[config.mk]
export PLATFORM = sky130hd
export DESIGN_NAME = sorted_deadline_timer_queue
export DESIGN_NICKNAME = d
export VERILOG_FILES = /design/src/sv/sdtq_pkg.sv /design/src/sv/sdtq_ctrl.sv /design/src/sv/sdtq_datapath.sv /design/src/sv/sorted_deadline_timer_queue.sv
export VERILOG_INCLUDE_DIRS = /design/src /design/src/sv
export SDC_FILE = /design/constraint.sdc
export NUM_CORES = 2
export LEC_CHECK = 0
export BUFFER_PORTS_ARGS = -buffer_cell sky130_fd_sc_hd__buf_2
export CELL_PAD_IN_SITES_DETAIL_PLACEMENT = 1
export CELL_PAD_IN_SITES_GLOBAL_PLACEMENT = 2
export CORE_AREA = 2 2 327 652
export DETAILED_ROUTE_END_ITERATION = 6
export DIE_AREA = 0 0 329 654
export GPL_ROUTABILITY_DRIVEN = 0
export PLACE_DENSITY_LB_ADDON = 0.1
export SETUP_SLACK_MARGIN = 0.5
export SLEW_MARGIN = 30
export SYNTH_ARGS = -nofsm -noshare
export SYNTH_HDL_FRONTEND = slang
export SYNTH_SLANG_ARGS = --single-unit
[constraint.sdc]
create_clock -name clk -period 22.6 [get_ports clk]
set_clock_uncertainty 0.15 [all_clocks]
set_input_delay 4.52 -clock clk [delete_from_list [all_inputs] [get_ports clk]]
set_output_delay 4.52 -clock clk [all_outputs]
set_load 0.05 [all_outputs]
[src/sv/assert_macros.svh]
// ----------------------------------------------------------------------------
// assert_macros.svh
// Concurrent assertion helpers clocked on clk, disabled while rst_n is low.
// ----------------------------------------------------------------------------
`ifndef ASSERT_MACROS_SVH
`define ASSERT_MACROS_SVH

// check b in the same cycle as a
`define ASSERT_SAME(label, a, b, msg) \
    label: assert property (@(posedge clk) disable iff (!rst_n) (a) |-> (b)) \
        else $error(msg);

// check b in the cycle after a
`define ASSERT_NEXT(label, a, b, msg) \
    label: assert property (@(posedge clk) disable iff (!rst_n) (a) |=> (b)) \
        else $error(msg);

`endif

[src/sv/sdtq_pkg.sv]
// ----------------------------------------------------------------------------
// sdtq_pkg
// Shared codes and controller/datapath interface types of the timer queue.
// ----------------------------------------------------------------------------
package sdtq_pkg;

    localparam logic MODE_INSERT = 1'b0;
    localparam logic MODE_EXPIRE = 1'b1;

    localparam logic KIND_FIRED  = 1'b0;
    localparam logic KIND_STATUS = 1'b1;

    typedef struct packed {
        logic load_item;
        logic calc;
        logic insert;
        logic drop;
        logic pop_emit;
        logic emit_status;
    } sdtq_cmd_t;

    typedef struct packed {
        logic is_expire;
        logic full;
        logic due;
        logic out_free;
    } sdtq_sts_t;

endpackage

[src/sv/sdtq_ctrl.sv]
// ----------------------------------------------------------------------------
// sdtq_ctrl
// Sequencer of the timer queue: accept, deadline add, insert or pop loop,
// status result.
// ----------------------------------------------------------------------------
module sdtq_ctrl
    import sdtq_pkg::*;
(
    input  logic      clk,
    input  logic      rst_n,
    input  logic      in_valid,
    output logic      in_ready,
    input  sdtq_sts_t sts,
    output sdtq_cmd_t cmd
);

    typedef enum logic [4:0] {
        ST_IDLE = 5'b00001,
        ST_CALC = 5'b00010,
        ST_INS  = 5'b00100,
        ST_EXP  = 5'b01000,
        ST_STAT = 5'b10000
    } state_t;

    state_t state_reg;
    state_t state_next;

    always_ff @(posedge clk or negedge rst_n)
    begin
        if (!rst_n)
        begin
            state_reg <= ST_IDLE;
        end
        else
        begin
            state_reg <= state_next;
        end
    end

    always_comb
    begin
        state_next = state_reg;
        cmd        = '0;
        in_ready   = 1'b0;
        case (state_reg)
            ST_IDLE:
            begin
                in_ready = 1'b1;
                if (in_valid)
                begin
                    cmd.load_item = 1'b1;
                    state_next    = ST_CALC;
                end
            end
            ST_CALC:
            begin
                cmd.calc   = 1'b1;
                state_next = sts.is_expire ? ST_EXP : ST_INS;
            end
            ST_INS:
            begin
                cmd.insert = !sts.full;
                cmd.drop   = sts.full;
                state_next = ST_STAT;
            end
            ST_EXP:
            begin
                if (sts.due)
                begin
                    cmd.pop_emit = sts.out_free;
                end
                else
                begin
                    state_next = ST_STAT;
                end
            end
            ST_STAT:
            begin
                if (sts.out_free)
                begin
                    cmd.emit_status = 1'b1;
                    state_next      = ST_IDLE;
                end
            end
            default:
            begin
                state_next = ST_IDLE;
            end
        endcase
    end

endmodule

[src/sv/sdtq_datapath.sv]
// ----------------------------------------------------------------------------
// sdtq_datapath
// Sorted entry shift array, item registers, deadline adder and result register.
// ----------------------------------------------------------------------------
module sdtq_datapath
    import sdtq_pkg::*;
#(
    parameter int DEPTH       = 16,
    parameter int HANDLE_BITS = 16
)
(
    input  logic                   clk,
    input  logic                   rst_n,
    input  sdtq_cmd_t              cmd,
    output sdtq_sts_t              sts,
    input  logic                   in_mode,
    input  logic [63:0]            in_now,
    input  logic [31:0]            in_delay,
    input  logic [HANDLE_BITS-1:0] in_handle,
    output logic                   out_valid,
    input  logic                   out_ready,
    output logic                   out_kind,
    output logic [HANDLE_BITS-1:0] out_handle,
    output logic [63:0]            out_reload,
    output logic                   out_empty,
    output logic                   out_dropped,
    output logic                   out_last
);

    localparam int CNT_W = $clog2(DEPTH + 1);

    logic                   mode_reg;
    logic [63:0]            now_reg;
    logic [31:0]            delay_reg;
    logic [HANDLE_BITS-1:0] hnd_reg;
    logic [63:0]            dl_reg;
    logic                   dropped_reg;
    logic [CNT_W-1:0]       count_reg;

    logic [63:0]            dl_mem_reg [DEPTH];
    logic [HANDLE_BITS-1:0] hd_mem_reg [DEPTH];
    logic [DEPTH-1:0]       le;

    logic                   out_valid_reg;
    logic                   out_kind_reg;
    logic [HANDLE_BITS-1:0] out_handle_reg;
    logic [63:0]            out_reload_reg;
    logic                   out_empty_reg;
    logic                   out_dropped_reg;
    logic                   out_last_reg;

    logic                   is_empty;
    logic                   out_free;

    assign is_empty = (count_reg == '0);
    assign out_free = !out_valid_reg || out_ready;

    assign sts.is_expire = (mode_reg == MODE_EXPIRE);
    assign sts.full      = (count_reg == CNT_W'(DEPTH));
    assign sts.due       = !is_empty && (dl_mem_reg[0] <= now_reg);
    assign sts.out_free  = out_free;

    always_ff @(posedge clk)
    begin
        if (cmd.load_item)
        begin
            mode_reg  <= in_mode;
            now_reg   <= in_now;
            delay_reg <= in_delay;
            hnd_reg   <= in_handle;
        end
        if (cmd.calc)
        begin
            dl_reg <= now_reg + {32'd0, delay_reg};
        end
    end

    always_ff @(posedge clk or negedge rst_n)
    begin
        if (!rst_n)
        begin
            count_reg   <= '0;
            dropped_reg <= 1'b0;
        end
        else
        begin
            if (cmd.load_item)
            begin
                dropped_reg <= 1'b0;
            end
            else if (cmd.drop)
            begin
                dropped_reg <= 1'b1;
            end
            if (cmd.insert)
            begin
                count_reg <= count_reg + 1'b1;
            end
            else if (cmd.pop_emit)
            begin
                count_reg <= count_reg - 1'b1;
            end
        end
    end

    // entries at or before the new deadline stay, the new one goes after them
    for (genvar i = 0; i < DEPTH; i++)
    begin : g_entry
        assign le[i] = (CNT_W'(i) < count_reg) && (dl_mem_reg[i] <= dl_reg);

        always_ff @(posedge clk)
        begin
            if (cmd.insert && !le[i])
            begin
                if (i == 0)
                begin
                    dl_mem_reg[i] <= dl_reg;
                    hd_mem_reg[i] <= hnd_reg;
                end
                else if (le[(i == 0) ? 0 : i - 1])
                begin
                    dl_mem_reg[i] <= dl_reg;
                    hd_mem_reg[i] <= hnd_reg;
                end
                else
                begin
                    dl_mem_reg[i] <= dl_mem_reg[(i == 0) ? 0 : i - 1];
                    hd_mem_reg[i] <= hd_mem_reg[(i == 0) ? 0 : i - 1];
                end
            end
            else if (cmd.pop_emit && (i < DEPTH - 1))
            begin
                dl_mem_reg[i] <= dl_mem_reg[(i < DEPTH - 1) ? i + 1 : i];
                hd_mem_reg[i] <= hd_mem_reg[(i < DEPTH - 1) ? i + 1 : i];
            end
        end
    end

    always_ff @(posedge clk or negedge rst_n)
    begin
        if (!rst_n)
        begin
            out_valid_reg <= 1'b0;
        end
        else if (cmd.pop_emit || cmd.emit_status)
        begin
            out_valid_reg <= 1'b1;
        end
        else if (out_ready)
        begin
            out_valid_reg <= 1'b0;
        end
    end

    always_ff @(posedge clk)
    begin
        if (cmd.pop_emit)
        begin
            out_kind_reg    <= KIND_FIRED;
            out_handle_reg  <= hd_mem_reg[0];
            out_reload_reg  <= '0;
            out_empty_reg   <= 1'b0;
            out_dropped_reg <= 1'b0;
            out_last_reg    <= 1'b0;
        end
        else if (cmd.emit_status)
        begin
            out_kind_reg    <= KIND_STATUS;
            out_handle_reg  <= '0;
            out_reload_reg  <= is_empty ? 64'd0 : (dl_mem_reg[0] - now_reg);
            out_empty_reg   <= is_empty;
            out_dropped_reg <= dropped_reg;
            out_last_reg    <= 1'b1;
        end
    end

    assign out_valid   = out_valid_reg;
    assign out_kind    = out_kind_reg;
    assign out_handle  = out_handle_reg;
    assign out_reload  = out_reload_reg;
    assign out_empty   = out_empty_reg;
    assign out_dropped = out_dropped_reg;
    assign out_last    = out_last_reg;

endmodule

[src/sv/sorted_deadline_timer_queue.sv]
// ----------------------------------------------------------------------------
// sorted_deadline_timer_queue
// Holds up to DEPTH pending timers sorted by 64-bit deadline, earliest first.
// An insert item (tuser 0) queues entry_handle at now_ticks + delay_ticks,
// after any entry with an equal or earlier deadline, or is dropped and
// flagged when the queue is full. An expire item (tuser 1) pops every entry
// due at now_ticks, one fired report per entry, and every item ends with a
// status result (tuser 1, tlast 1) carrying the reload value or the empty
// flag. One item is worked on at a time. An expire pops its due entries one
// by one, as the entry array shifts one place per pop and each report passes
// through the single output register. The next item is accepted while the
// last status still waits to be taken.
// ----------------------------------------------------------------------------
`include "assert_macros.svh"

module sorted_deadline_timer_queue
    import sdtq_pkg::*;
#(
    parameter int DEPTH       = 16,
    parameter int HANDLE_BITS = 16
)
(
    input  logic                                        clk,
    input  logic                                        rst_n,
    input  logic                                        s_tvalid,
    output logic                                        s_tready,
    // now_ticks, delay_ticks, entry_handle
    input  logic [((96 + HANDLE_BITS + 7) / 8) * 8 - 1:0] s_tdata,
    // mode
    input  logic                                        s_tuser,
    output logic                                        m_tvalid,
    input  logic                                        m_tready,
    // fired_handle, reload_ticks, queue_empty, insert_dropped
    output logic [((66 + HANDLE_BITS + 7) / 8) * 8 - 1:0] m_tdata,
    // kind
    output logic                                        m_tuser,
    output logic                                        m_tlast
);

    localparam int OUT_TW = ((66 + HANDLE_BITS + 7) / 8) * 8;

    sdtq_cmd_t              cmd;
    sdtq_sts_t              sts;
    logic [HANDLE_BITS-1:0] out_handle;
    logic [63:0]            out_reload;
    logic                   out_empty;
    logic                   out_dropped;

    sdtq_ctrl u_ctrl (
        .clk      (clk),
        .rst_n    (rst_n),
        .in_valid (s_tvalid),
        .in_ready (s_tready),
        .sts      (sts),
        .cmd      (cmd)
    );

    sdtq_datapath #(
        .DEPTH       (DEPTH),
        .HANDLE_BITS (HANDLE_BITS)
    ) u_datapath (
        .clk         (clk),
        .rst_n       (rst_n),
        .cmd         (cmd),
        .sts         (sts),
        .in_mode     (s_tuser),
        .in_now      (s_tdata[63:0]),
        .in_delay    (s_tdata[95:64]),
        .in_handle   (s_tdata[96 +: HANDLE_BITS]),
        .out_valid   (m_tvalid),
        .out_ready   (m_tready),
        .out_kind    (m_tuser),
        .out_handle  (out_handle),
        .out_reload  (out_reload),
        .out_empty   (out_empty),
        .out_dropped (out_dropped),
        .out_last    (m_tlast)
    );

    assign m_tdata = OUT_TW'({out_dropped, out_empty, out_reload, out_handle});

    `ASSERT_NEXT(a_one_item_at_a_time, s_tvalid && s_tready, !s_tready, "item accepted twice")
    `ASSERT_SAME(a_no_insert_when_full, cmd.insert, !sts.full, "insert into full queue")
    `ASSERT_SAME(a_pop_only_due, cmd.pop_emit, sts.due && sts.out_free, "pop without due entry")
    `ASSERT_NEXT(a_status_is_last, cmd.emit_status, m_tvalid && m_tlast, "status not marked last")

endmodule
Word level (Yosys, flattened, before mapping)
Memories as Yosys holds them, arrays and structs flattened. Index checks and enable logic that the tools add are counted.

Add/sub/neg operators: 4. Order comparisons: 33. Equality and inequality tests: 9. Mux-type cells: 206. Bitwise logic cells: 60. Reduce and logical (&&, ||, !) cells: 60.

Operators by type and width (number): $mux W64 (31); $le A64 B64 Y1 (17); $mux W16 (32); $mux W1 (135); $add A64 B32 Y64 (1); $sub A64 B64 Y64 (1); $or A1 B1 Y1 (60); $lt A4 B5 Y1 const A (8); $logic_and A1 B1 Y1 (33); $mux W5 (5); $pmux W5 S5 (1); $lt A3 B5 Y1 const A (4); $logic_not A1 Y1 (19); $eq A5 B5 Y1 const B (2); $lt A1 B5 Y1 const A (2); $lt A2 B5 Y1 const A (2); $reduce_bool A2 Y1 (4); $add A5 B1 Y5 const B (1); $eq A5 B1 Y1 const B (1); $eq A5 B2 Y1 const B (1); $eq A5 B3 Y1 const B (1); $eq A5 B4 Y1 const B (1); $logic_not A5 Y1 (1); $sub A5 B1 Y5 const B (1); other kinds (6) (8).

Register bits after elaboration: 272. RAM bits: 1280. Input port bits: 117. Memories: 2.

Memories: u_datapath.dl_mem_reg (depth 16, bits a word 64, rd ports 16, clocked after memory_dff 0, wr ports 16, RTL line sdtq_datapath.sv:40) `logic [63:0] dl_mem_reg [DEPTH];`; u_datapath.hd_mem_reg (depth 16, bits a word 16, rd ports 16, clocked after memory_dff 0, wr ports 16, RTL line sdtq_datapath.sv:41) `logic [HANDLE_BITS-1:0] hd_mem_reg [DEPTH];`.

Logic depth before layout (Yosys ltp)
Word-level depth: 9. Mapped depth: 16. Depth with buffers taken out: 13.

By module
Synthesis repeated with hierarchy kept, for this count alone.

Cell total of the unflattened synthesis: 8668. Area, all modules: 97055.6 µm².

Modules (own cells, without submodules): sdtq_datapath (instances 1, cells an instance 8623, area an instance 96641.4 µm²); sdtq_ctrl (instances 1, cells an instance 36, area an instance 350.3 µm²); sorted_deadline_timer_queue (instances 1, cells an instance 9, area an instance 63.8 µm²).

Least setup slack after synthesis
OpenSTA, ideal clock, no wires.

Path type: register -> register. From: register u_datapath.dl_reg[45]. To: memory u_datapath.dl_mem_reg[4][0], enable pin. Setup time: 0.636 ns. Arrival time: 8.430 ns. Required time: 21.814 ns. Setup slack: 13.384 ns. Cell stages (with the launch flop): 12. Period minus slack after synthesis: 9.216 ns. Cell sequence: edfxtp_1 > inv_1 > clkbuf_1 > ha_1 > nand4_1 > or2_2 > nor2_1 > o21ai_0 > nor4bb_1 > o31ai_1 > a211oi_1 > o31ai_1.

RTL lines: start: declaration (RTL line sdtq_datapath.sv:36) `logic [63:0] dl_reg;`; start signal: assignment (RTL line sdtq_datapath.sv:74) `dl_reg <= now_reg + {32'd0, delay_reg};`; end: declaration (RTL line sdtq_datapath.sv:40).

==> summary.txt <==
Power
  • P per Cell Area: 86.76 nW/um^2
  • Final Power: 9.305 mW
  • VDD IR-drop max: 111.9 uV
  • Leakage: 42.41 nW

Floorplan
  • Die area: 215,200 sq um
  • Initial Util: 46.72%
  • IO Pins: 209
  • Core area: 209,900 sq um
  • Die H: 654 um
  • Site Rows: 238
  • Die W: 329 um

Setup path
  • Critical path buffers and inverters: 6
  • Crit start category: primary input
  • Cell family with most CP delay: buffers and inverters
  • Worst path slowest cell: buf_4
  • Crit path DAT: 9.17 ns
  • Kind of critical path: in2reg
  • Worst-path maximum fanout: 95
  • RR Startpoint: u_datapath.dl_mem_reg[0][9]
  • Worst stage delay on the critical path: 0.81 ns
  • Most frequent CP cell: buf_4
  • Crit. End Element: flop
  • WP data required: 23.08 ns
  • Critical path startpoint: m_tready
  • Worst-path cell chain: buf_2 > nor2b_1 > a21oi_4 > buf_4 > buf_4 > buf_4 > buf_6 > buf_4 > nor3_1 > a221o_1

Placement
  • Placed Instances: 11,370
  • Placed inst area: 101,900 sq um
  • Port Buffers: 202
  • Detailed placer's ending HPWL: 297,600 um

Logic synthesis
  • Register area share after synthesis: 46.77%
  • Synth async-reset ratio: 0.7732%
  • Ys flop type: edfxtp_1
  • Post-synth top area share: 45.09%
  • Synth top area cells: edfxtp_1 (45%), ha_1 (14%), a21o_1 (4.2%), a221o_1 (3.9%), nand2_1 (3.0%)
  • Avg Synthesized Cell Area: 11.15 sq um
  • Cell taking the most area after synthesis: edfxtp_1
  • Ys Warns: 0
  • Unique masters post-synth: 87
  • Yosys reg bits: 1,552
  • Post-synth EDFFs: 1,473
  • Cells after Synth: 8,796
  • Post-Syn Area: 98,090 sq um

Clock tree
  • CTS max path bufs: 4
  • H-tree depth: 4
  • CTS tree: done
  • CTS clk-pin slew, worst paths: 0.07 ns
  • CTS resizes: 0
  • Post-CTS Setup Inserts: 0
  • Hold_buf cts: 0
  • Root Buffer: clkbuf_16
  • CTS sink cnt: 1,552
  • Clk_lat worst skew: 0.90 ns
  • CTS Buf Count: 164

Timing
  • Final Max Tran Viols: 0
  • Hold slack: 0.3014 ns
  • Tmin final: 8.686 ns
  • Final Cycle Share: 38.43%
  • Rel. slew slack: 20.57%
  • Hold Vio Cnt, Final: 0
  • RSZ-0062 raised after global routing: no
  • Final setup vio count: 0
  • Tightest Pin Transition: 1.191 ns
  • Max Fclk: 0.1151 GHz
  • Setup TNS after final layout: 0 ns

Layout
  • Final Cell Area: 107,200 sq um
  • Fill count: 22,270
  • Post-route insts no fill: 11,670
  • Max reg flops: 1,024
  • Layout area overhead: 9.335%
  • Fraction of layout cells with a size suffix above 1: 9.317%
  • Nets: 10,020

Route
  • Wirelength, routed: 413,800 um
  • First DRT Iteration DRCs: 7,144
  • Pre-antenna DRT Iters: 6
  • DR WL/cell: 35.47 um
  • Via density: 6.895
  • Final ANT Viol Nets: 0
  • DRC Markers: 0
  • Routed via count: 80,440

Hold path
  • Hold Path Origin: u_datapath.out_reload[25]
  • Hold WC Path Type: reg2reg

Global routing
  • First-pass GRT wire length: 591,400 um
  • Total gr overflow: 0
  • GR Util All Layers: 37.92%
  • Vias in the first global route: 83,360
  • Largest net degree at the start of global routing: 235
  • Initial antenna violation count: 20

Run status
  • Status: finished clean

Flow run
  • Maximum capacitance violations: 0
==> metal layers <==
layer  vias to the layer above  GRT usage (%)  share of wire (%)
li1                      34770              -                  -
met3                      1220          5.471                5.6
met1                     41250          40.46                 34
met2                      3187          64.88                 49
met4                        12          33.79                 11
met5                         -              0              0.019
==> tightest hold or removal path, delay by kind of cell, from the launching register on <==
kind            cells  cell delay [ns]
compound gates      1             0.06
flops               1             0.32
simple gates        1             0.04
==> placed cells by master (no fill, tap or decap), types with 51 or more instances in the layout <==
cell type,n
a21o_1,543
a21oi_1,412
a221o_1,387
a22o_1,154
a22oi_1,359
buf_2,204
buf_4,182
clkbuf_16,166
dfxtp_1,67
edfxtp_1,1473
ha_1,1123
inv_1,204
mux2_2,80
mux2i_1,238
nand2_1,773
nand3_1,60
nand4_1,259
nor2_1,151
nor2b_1,56
nor3_1,449
o21a_1,51
o21ai_0,411
o21ai_1,106
o31ai_1,268
xnor2_1,80
==> synth_stat cells, drive strengths merged, types with 51 or more instances <==
| cell type | number |
|---|---|
| mux2i | 238 |
| nand4 | 260 |
| nor3 | 454 |
| a221o | 387 |
| dfxtp | 67 |
| ha | 1123 |
| inv | 204 |
| nand3 | 60 |
| o31ai | 270 |
| o21a | 51 |
| buf | 277 |
| a22o | 154 |
| edfxtp | 1473 |
| a21oi | 418 |
| nor2 | 167 |
| mux2 | 80 |
| a22oi | 359 |
| o21ai | 523 |
| nand2 | 786 |
| clkbuf | 323 |
| a21o | 543 |
| nor2b | 58 |
| xnor2 | 80 |
==> stage by stage <==
step,worst slack [ns],util (%)
2_1_floorplan,13.38,-
3_3_place_gp,13.00,48.39
3_5_place_dp,12.89,48.52
4_1_cts,13.80,51.00
5_1_grt,13.60,51.08
6_report,13.91,51.09
==> layout make-up <==
cell class	instances	area [sq um]	area share, %
clock inverters	96	929.6	0.8668
repair buffers	410	2843	2.651
multi-input cells	6445	49080	45.77
well taps	2760	3453	3.220
diodes	8	20.02	0.01867
clock buffers	191	4278	3.989
flip-flops and latches	1552	45880	42.77
inverters	204	765.7	0.7140
==> logic make-up after synthesis <==
logic type / synth area share [%]
other: 0.003823
adders and majority gates: 14.37
and+or+nand+nor: 9.559
muxes: 3.347
AOI/OAI and AO/OA: 21.24
xor gates and xnor gates: 1.027
DFF: 46.77
buffers and inverters: 3.689
==> report_power, final <==
group / internal (mW) / leakage, nW / switching, mW / total (mW)
Clock: 1.55 / 2.53 / 1.27 / 2.82
Combinational: 0.957 / 25.9 / 1.75 / 2.71
Sequential: 3.52 / 14.0 / 0.258 / 3.78
==> path summary, 6_finish.rpt <==
kind,cells past startpoint,slack [ns],to
max in group asynchronous,1,18.51,u_ctrl.state_reg[0]
worst min-delay path,2,0.30,u_datapath.out_reload[25]
worst max register to register,14,14.26,u_datapath.dl_mem_reg[11][58]
worst max-delay path,10,13.91,u_datapath.dl_mem_reg[11][58]
worst min register to register,2,0.30,u_datapath.out_reload[25]
min in group asynchronous,1,3.44,u_datapath.count_reg[4]
Power figures use the tool's default switching activity.
